[src/sv/pwo_pkg.sv]
// shared types and constants of the polyblep wavetable oscillator
package pwo_pkg;

	// waveform selection codes
	typedef enum logic [1:0] {
		MODE_SAW      = 2'd0,
		MODE_SQUARE   = 2'd1,
		MODE_TRIANGLE = 2'd2,
		MODE_TABLE    = 2'd3
	} wave_mode_t;

	// configuration register indexes
	typedef enum logic [1:0] {
		REG_WAVE_MODE    = 2'd0,
		REG_PHASE_STEP   = 2'd1,
		REG_PULSE_WIDTH  = 2'd2,
		REG_TABLE_LENGTH = 2'd3
	} reg_index_t;

	// request to the polyblep residual unit
	typedef struct packed {
		logic        start;
		logic [15:0] t;
		logic [15:0] dt;
	} blep_req_t;

	// answer of the polyblep residual unit
	typedef struct packed {
		logic        done;
		logic [16:0] res;
	} blep_rsp_t;

	// residual arithmetic
	localparam logic [17:0] BLEP_FULL = 18'd32767;

	// sample arithmetic, 20 bit two's complement
	localparam logic signed [19:0] AMP     = 20'sd32767;
	localparam logic signed [19:0] TRI_OFS = 20'sd98301;
	localparam logic signed [19:0] SAT_LO  = -20'sd65536;
	localparam logic signed [19:0] SAT_HI  = 20'sd65535;

	// pulse width mapping
	localparam logic [7:0]  PW_HALF_CODE = 8'd64;
	localparam logic [17:0] PW_LOW_BASE  = 18'd16384;
	localparam logic [17:0] PW_HIGH_BASE = 18'd32768;
	localparam logic [17:0] PW_MIN       = 18'd4096;
	localparam logic [17:0] PW_MAX       = 18'd61440;

	// reset values of the configuration registers
	localparam logic [7:0]  PULSE_WIDTH_RESET  = 8'd64;
	localparam logic [11:0] TABLE_LENGTH_RESET = 12'd2;

endpackage

[src/sv/pwo_blep.sv]
// polyblep residual unit: iterative divider, 4 quotient bits a cycle, then square and combine
module pwo_blep (
	input  logic               clk,
	input  logic               arst_n,
	input  pwo_pkg::blep_req_t req,
	output pwo_pkg::blep_rsp_t rsp
);

	typedef enum logic [1:0] {
		B_IDLE,
		B_DIV,
		B_SQR,
		B_OUT
	} bstate_t;

	typedef enum logic [1:0] {
		BR_NONE,
		BR_RISE,
		BR_FALL
	} region_t;

	bstate_t     state_q;
	logic [1:0]  cnt_q;
	logic        done_q;
	logic [16:0] res_q;

	region_t     region_q;
	logic [16:0] rem_q;
	logic [15:0] numlo_q;
	logic [15:0] quo_q;
	logic [15:0] dt_q;
	logic [29:0] sq_q;

	region_t     region;
	logic [31:0] num;
	logic [16:0] u_dist;
	logic [16:0] div_rem;
	logic [15:0] div_lo;
	logic [15:0] div_quo;
	logic [17:0] two_q;
	logic [17:0] sq_sh;
	logic [17:0] res_rise;
	logic [17:0] res_fall;
	logic [16:0] res_next;

	// classify the phase and form the dividend
	always_comb begin
		u_dist = 17'h10000 - {1'b0, req.t};
		if (req.t < req.dt) begin
			region = BR_RISE;
			num    = {1'b0, req.t, 15'b0};
		end else if (({1'b0, req.t} + {1'b0, req.dt}) > 17'h10000) begin
			region = BR_FALL;
			num    = {u_dist[16:0], 15'b0} - {15'b0, u_dist};
		end else begin
			region = BR_NONE;
			num    = 32'd0;
		end
	end

	// four restoring division steps per cycle
	always_comb begin : div_step
		logic [16:0] r;
		logic [15:0] nl;
		logic [15:0] q;
		r  = rem_q;
		nl = numlo_q;
		q  = quo_q;
		for (int i = 0; i < 4; i++) begin
			r  = {r[15:0], nl[15]};
			nl = {nl[14:0], 1'b0};
			if (r >= {1'b0, dt_q}) begin
				r = r - {1'b0, dt_q};
				q = {q[14:0], 1'b1};
			end else begin
				q = {q[14:0], 1'b0};
			end
		end
		div_rem = r;
		div_lo  = nl;
		div_quo = q;
	end

	// combine quotient and its square into the residual
	always_comb begin
		two_q    = {2'b00, quo_q[14:0], 1'b0};
		sq_sh    = {3'b000, sq_q[29:15]};
		res_rise = two_q - sq_sh - pwo_pkg::BLEP_FULL;
		res_fall = sq_sh - two_q + pwo_pkg::BLEP_FULL;
		case (region_q)
			BR_RISE: res_next = res_rise[16:0];
			BR_FALL: res_next = res_fall[16:0];
			default: res_next = 17'd0;
		endcase
	end

	// sequencer with registered result
	always_ff @(posedge clk or negedge arst_n) begin
		if (!arst_n) begin
			state_q <= B_IDLE;
			cnt_q   <= 2'd0;
			done_q  <= 1'b0;
			res_q   <= 17'd0;
		end else begin
			done_q <= (state_q == B_OUT);
			case (state_q)
				B_IDLE: begin
					if (req.start) begin
						cnt_q   <= 2'd0;
						state_q <= B_DIV;
					end
				end
				B_DIV: begin
					cnt_q <= cnt_q + 2'd1;
					if (cnt_q == 2'd3) begin
						state_q <= B_SQR;
					end
				end
				B_SQR: begin
					state_q <= B_OUT;
				end
				B_OUT: begin
					res_q   <= res_next;
					state_q <= B_IDLE;
				end
				default: begin
					state_q <= B_IDLE;
				end
			endcase
		end
	end

	// datapath registers
	always_ff @(posedge clk) begin
		if (state_q == B_IDLE && req.start) begin
			region_q <= region;
			rem_q    <= {1'b0, num[31:16]};
			numlo_q  <= num[15:0];
			quo_q    <= 16'd0;
			dt_q     <= req.dt;
		end else if (state_q == B_DIV) begin
			rem_q   <= div_rem;
			numlo_q <= div_lo;
			quo_q   <= div_quo;
		end
		if (state_q == B_SQR) begin
			sq_q <= quo_q[14:0] * quo_q[14:0];
		end
	end

	assign rsp.done = done_q;
	assign rsp.res  = res_q;

endmodule

[config.mk]
export PLATFORM = sky130hd
export DESIGN_NAME = pwo_blep
export DESIGN_NICKNAME = d
export VERILOG_FILES = /design/src/sv/pwo_pkg.sv /design/src/sv/pwo_blep.sv
export SDC_FILE = /design/constraint.sdc
export NUM_CORES = 1
export LEC_CHECK = 0
export BUFFER_PORTS_ARGS = -buffer_cell sky130_fd_sc_hd__buf_2
export CAP_MARGIN = 30
export CORE_ASPECT_RATIO = 1.25
export CORE_MARGIN = 8
export CORE_UTILIZATION = 55
export CTS_BUF_LIST = sky130_fd_sc_hd__clkbuf_4 sky130_fd_sc_hd__clkbuf_8 sky130_fd_sc_hd__clkbuf_16
export CTS_CLUSTER_SIZE = 20
export DETAILED_ROUTE_END_ITERATION = 6
export GPL_ROUTABILITY_DRIVEN = 0
export PLACE_DENSITY_LB_ADDON = 0.08
export SLEW_MARGIN = 0
export SYNTH_ARGS = -nofsm -noshare
export SYNTH_HDL_FRONTEND = slang
export SYNTH_SLANG_ARGS = --single-unit
[constraint.sdc]
create_clock -name clk -period 11.1 [get_ports clk]
set_clock_uncertainty 0.05 [all_clocks]
set_input_delay 0.555 -clock clk [delete_from_list [all_inputs] [get_ports clk]]
set_output_delay 0.555 -clock clk [all_outputs]
set_load 0.005 [all_outputs]
==> metrics, run 1 <==
Clock Root Buffer clkbuf_16; Final Hold Fails 0; CP max FO 21; postcts setup bufs 0; period utilization between 90% and 100%; Routed Antenna Nets 0; pre-CTS setup slack 432 ps; Die Height between 200 and 250 um; setup_tns 0 ps; Setup crit end kind flip-flop; reg2reg setup slack just over 800 ps; router iterations before antenna repair 5; Syn Inst Count a little under 2000; worst r2r src dt_q[1]$_DFFE_PP_; max-slew violations 0; detailed-route via count 13916; FMAX slightly below 0.1 GHz; Slew Limit Headroom a little under half; Netlist cell types 99; mean post-synth cell area 8.86 um2; largest net degree at the start of global routing 54; Rows about 70; Iter 0 DRT Violations 718; post-detail-place hpwl ~37 mm; die area about 0.037 mm2; min setup slack post-route between 800 and 900 ps; CTS tree done; number of global-route vias before repair between 10000 and 15000; starting density of the core 55.5%; max_cap viols 0; CP bufs+invs 5; initial antenna violation count 0; Main synth FF type edfxtp_1; # diodes 0; P&R area growth vs syn 5.61%; final global-route overflow total 0; min Tclk post-route 10280 ps; flops & latches, synth just over 100; CP startpoint kind flip-flop; final WL roughly 45 mm; average wire per standard cell between 15 and 20 um; CTS Buf Count 9; worst skew pair latency 370 ps; worst hold margin about 94 ps; Die Width 173 um; drc violations 0; CP dominant cell by count ha_1; synthesized area 0.0170 mm2; Syn Nets around 2300; count of final setup violators 0; Slowest-stage cell, CP edfxtp_1; most common cell after layout, fill and taps aside inv_1; layout cell share with drive strength beyond 1 under 10%; most frequent cells in the layout 236 x inv_1, 235 x ha_1, 191 x nor2_1; final net count ~2400; Reg2Reg Capture Point rem_q[12]$_DFFE_PP_; htree depth 3; EDFF count, synth 65; fraction of registers with async set/reset 21.6%; Critical Path Max Stage Delay approximately 480 ps; core area 0.0307 mm2; Top Ports 53; CTS sink cnt between 100 and 150; clock buffer depth 2; Yosys warning total 0; Critical Path AT roughly 10000 ps; Critical Path RT between 10000 and 15000 ps; Global Route Usage Sum between 20% and 30%; type of the worst setup path flip-flop to flip-flop; clk slew on worst S/H paths 80 ps; IO Port Bufs 52; register area share after synthesis roughly 16%; HP Class input pin to async pin; Least-Margin Pin Slew between 800 and 900 ps; via/cell ratio 5.91; R2R depth 41; Util after Layout roughly 59%; outcome completed; RSZ-0062 raised after global routing no; Top Family by Delay on Critical Path compound AO/OA/AOI/OAI gates; first-pass GRT wire length around 73 mm
-- worst reg2reg max path, delay by kind of cell, from the launching register on --
kind | cells | cell delay, ps
muxes | 2 | 740
adders and majority gates | 4 | 1300
buffers and inverters | 5 | 1130
AOI/OAI and AO/OA | 19 | 4170
DFF | 1 | 480
and+or+nand+nor | 11 | 2180
-- timing repair --
| action | in CTS | in global routing |
|---|---|---|
| setup endpoints to repair | 0 | 16 |
| hold buffers | 0 | 0 |
| resized for setup | 0 | 5 |
-- sequential cells by signal, summed over array words and instances, names as in the netlist --
name and count:
res_q 17, region_q 2, sq_q 15, dt_q 16, numlo_q 16, state_q 2, rem_q 16, quo_q 15
cnt_q 2, done_q 1
-- metrics by stage --
| stage | instance area [um2] | std cells |
|---|---|---|
| floorplan | 17000 | 1923 |
| global placement | 17600 | 2337 |
| detailed placement | 17600 | 2337 |
| CTS | 18000 | 2353 |
| global route | 18000 | 2353 |
| finish | 18000 | 2353 |
-- per-layer routing --
metal  part of all wire [%]  global-route usage (%)
met5                      0                       0
met4                    4.3                    10.9
met3                    3.1                    2.39
met2                     53                    46.6
met1                     40                    27.2
-- how the worst max path moves through the flow --
stage	from	slack [ps]	cells after the start	end
after floorplan	dt_q[1]$_DFFE_PP_	1510	49	rem_q[8]$_DFFE_PP_
final	dt_q[1]$_DFFE_PP_	820	41	rem_q[12]$_DFFE_PP_
after global routing	dt_q[1]$_DFFE_PP_	60	42	rem_q[12]$_DFFE_PP_
after CTS	dt_q[1]$_DFFE_PP_	410	41	rem_q[3]$_DFFE_PP_
after global placement	dt_q[1]$_DFFE_PP_	680	42	rem_q[3]$_DFFE_PP_
after detailed placement	dt_q[1]$_DFFE_PP_	430	41	rem_q[3]$_DFFE_PP_
-- synthesized netlist by cell type (6+ instances only) --
cell | number | area [um2]
o21a_1 | 11 | 82.6
a22oi_1 | 14 | 105
mux2i_1 | 27 | 270
nor3_1 | 37 | 185
inv_1 | 238 | 893
dfxtp_1 | 15 | 300
o21ai_0 | 78 | 390
and3_1 | 11 | 68.8
nand2b_1 | 21 | 131
nor4_1 | 6 | 37.5
o31ai_1 | 19 | 143
dfrtp_1 | 22 | 551
edfxtp_1 | 65 | 1950
and2_1 | 20 | 125
a211oi_1 | 14 | 105
o21ai_1 | 8 | 40.0
a31oi_1 | 7 | 43.8
xnor2_1 | 87 | 762
o21bai_1 | 12 | 90.1
nor2b_1 | 26 | 163
xor2_1 | 40 | 350
o2bb2ai_1 | 12 | 105
ha_1 | 235 | 2940
mux2_2 | 24 | 270
nor2_1 | 191 | 717
nand3_1 | 36 | 180
o211ai_1 | 11 | 82.6
a21o_1 | 36 | 270
nand2_1 | 119 | 447
o41ai_1 | 8 | 70.1
fa_1 | 144 | 2880
buf_2 | 17 | 85.1
or3_1 | 9 | 56.3
clkinv_1 | 11 | 41.3
a21oi_1 | 103 | 515
clkbuf_1 | 34 | 128
nand4_1 | 12 | 75.1
-- logic make-up after synthesis --
kind of cell / after synthesis / share of synthesized area [%]
fa+ha+maj: 379 / 34.2
mux: 52 / 3.26
buf+inv: 317 / 7.40
flops: 102 / 16.4
compound gates: 424 / 17.4
xor+xnor: 128 / 6.62
simple gates: 521 / 14.7
-- area by class of cell --
| class | count | area, um2 |
|---|---|---|
| clock buffer | 11 | 253 |
| clock inverter | 5 | 88.8 |
| fill | 2774 | 12700 |
| inverter | 252 | 946 |
| multi-input combinational | 1504 | 13000 |
| sequential | 102 | 2800 |
| tap | 407 | 509 |
| timing repair buffer | 72 | 410 |
Power of run 1 is not shown: default switching activity piles up to over one toggle a cycle in this logic, so the estimate is an artifact.
==> inputs of run 2 (changes only) <==
Settings changed: PLACE_DENSITY from default to 0.72, PLACE_DENSITY_LB_ADDON 0.08 to default.
==> run 2 against run 1 <==
Net effect: fmax rose by 0.71%; the flow now finishes with violations (design-rule violations); largest cell class unchanged; critical path depth fell by 1; die area did not move; sequential cell count did not move.
==> metrics, run 2 (synthesis gave the netlist of run 1 again) <==
outcome finished with violations; violated checks design-rule violations; Top reg by flops res_q; initial antenna violation count 0 (unchanged); post-detail-place hpwl 36.8 mm (-1.2%); Reg2Reg Capture Point rem_q[3]$_DFFE_PP_; number of global-route vias before repair 14808 (+3.3%); worst skew pair latency 360 ps (about the same); RSZ-0062 raised after global routing no; Top Ports 53 (unchanged); Setup crit end kind flip-flop; max_cap viols 0 (unchanged); CTS tree done; Critical Path AT 10240 ps (-110 ps); worst r2r src dt_q[1]$_DFFE_PP_; Routed Antenna Nets 0 (unchanged); type of the worst setup path flip-flop to flip-flop; clk slew on worst S/H paths 80 ps (about the same); average wire per standard cell 19.2 um (+0.21%); max-slew violations 0 (unchanged); IO Port Bufs 52 (unchanged); core area 0.0307 mm2 (unchanged); clock buffer depth 2 (unchanged); setup_tns 0 ps (unchanged); count of final setup violators 0 (unchanged); HP Class input pin to async pin; die area 0.0369 mm2 (unchanged); CTS sink cnt 102 (unchanged); P&R area growth vs syn 5.21%; Final Hold Fails 0 (unchanged); htree depth 3 (unchanged); Critical Path RT 11130 ps (-40 ps); router iterations before antenna repair 7 (+2); detailed-route via count 14039 (+0.88%); Clock Root Buffer clkbuf_16; CTS Buf Count 9 (unchanged); period utilization 91.9% (-0.65 points); reg2reg setup slack 890 ps (+70 ps); largest net degree at the start of global routing 54 (unchanged); min Tclk post-route 10210 ps (-72.6 ps); max reg flops 17 (unchanged); final net count 2351 (-0.17%); drc violations 1 (+1); Die Width 173 um (unchanged); layout cell share with drive strength beyond 1 8.14% (-0.34 points); via/cell ratio 5.97 (+1.0%); R2R depth 40 (-2.4%); most frequent cells in the layout 237 x inv_1, 235 x ha_1, 191 x nor2_1; Slowest-stage cell, CP edfxtp_1; final WL 45.2 mm (about the same); first-pass GRT wire length 73.5 mm (+0.38%); CP dominant cell by count ha_1; CP startpoint kind flip-flop; Layout fillers 2738 (-1.3%); hold-fix buffers at CTS 0 (unchanged); most common cell after layout, fill and taps aside inv_1; Global Route Usage Sum 24.7% (+0.21 points); Critical Path Max Stage Delay 470 ps (about the same); Slew Limit Headroom 39.7% (-5.5 points); CP max FO 21 (unchanged); starting density of the core 55.5% (unchanged); Iter 0 DRT Violations 739 (+2.9%); final global-route overflow total 0 (unchanged); FMAX 0.0980 GHz (+0.71%); Least-Margin Pin Slew 905 ps (+82.6 ps); Die Height 213 um (unchanged); postcts setup bufs 0 (unchanged); Rows 72 (unchanged)
[run 2: cell type report]
cell class	count	area [um2]	area share [%]
multi-input combinational	1504	13000	72.4
timing repair buffer	68	380	2.12
clock buffer	11	264	1.47
sequential	102	2800	15.6
clock inverter	5	42.5	0.237
inverter	252	946	5.28
antenna	1	2.50	0.0140
tap	407	509	2.84
[run 2: critical path, delay by kind of cell (launching register included)]
kind | cells | cell delay [ps]
AOI/OAI and AO/OA | 20 | 3880
DFF | 1 | 470
and+or+nand+nor | 9 | 2140
muxes | 3 | 1130
adders and majority gates | 4 | 1240
buffers and inverters | 4 | 980
[run 2: what timing repair did]
action                                 in CTS  in global routing
endpoints found under the hold margin       0                  0
gates resized for setup                     0                  3
setup endpoints to repair                   0                 16
[run 2: stage by stage]
stage	utilization (%)	instances	worst slack, ps	area [um2]	hold WS (ps)
5_1_grt	58.4	2349	57.8	17900	123
3_5_place_dp	57.3	2333	575	17600	418
6_report	58.4	2350	895	17900	94.1
2_1_floorplan	-	1923	1510	17000	209
3_3_place_gp	57.3	2333	931	17600	409
4_1_cts	58.3	2349	551	17900	97.3
[run 2: how the worst max path moves through the flow]
stage / cells after the start / to / startpoint / slack, ps
global route: 42 / rem_q[3]$_DFFE_PP_ / dt_q[1]$_DFFE_PP_ / 60
global placement: 41 / rem_q[3]$_DFFE_PP_ / dt_q[1]$_DFFE_PP_ / 930
finish: 40 / rem_q[3]$_DFFE_PP_ / dt_q[1]$_DFFE_PP_ / 890
CTS: 41 / rem_q[3]$_DFFE_PP_ / dt_q[1]$_DFFE_PP_ / 550
floorplan: 49 / rem_q[8]$_DFFE_PP_ / dt_q[1]$_DFFE_PP_ / 1510
detailed placement: 41 / rem_q[3]$_DFFE_PP_ / dt_q[1]$_DFFE_PP_ / 570
[run 2: layer usage]
metal | wire, um | track usage (%) | vias up
li1 | - | - | 6677
met1 | 17000 | 26.0 | 6811
met2 | 23300 | 46.2 | 416
met3 | 2100 | 3.34 | 135
met4 | 2710 | 15.3 | 0
met5 | 0 | 0 | -
Power of run 2 is left out for the same reason.
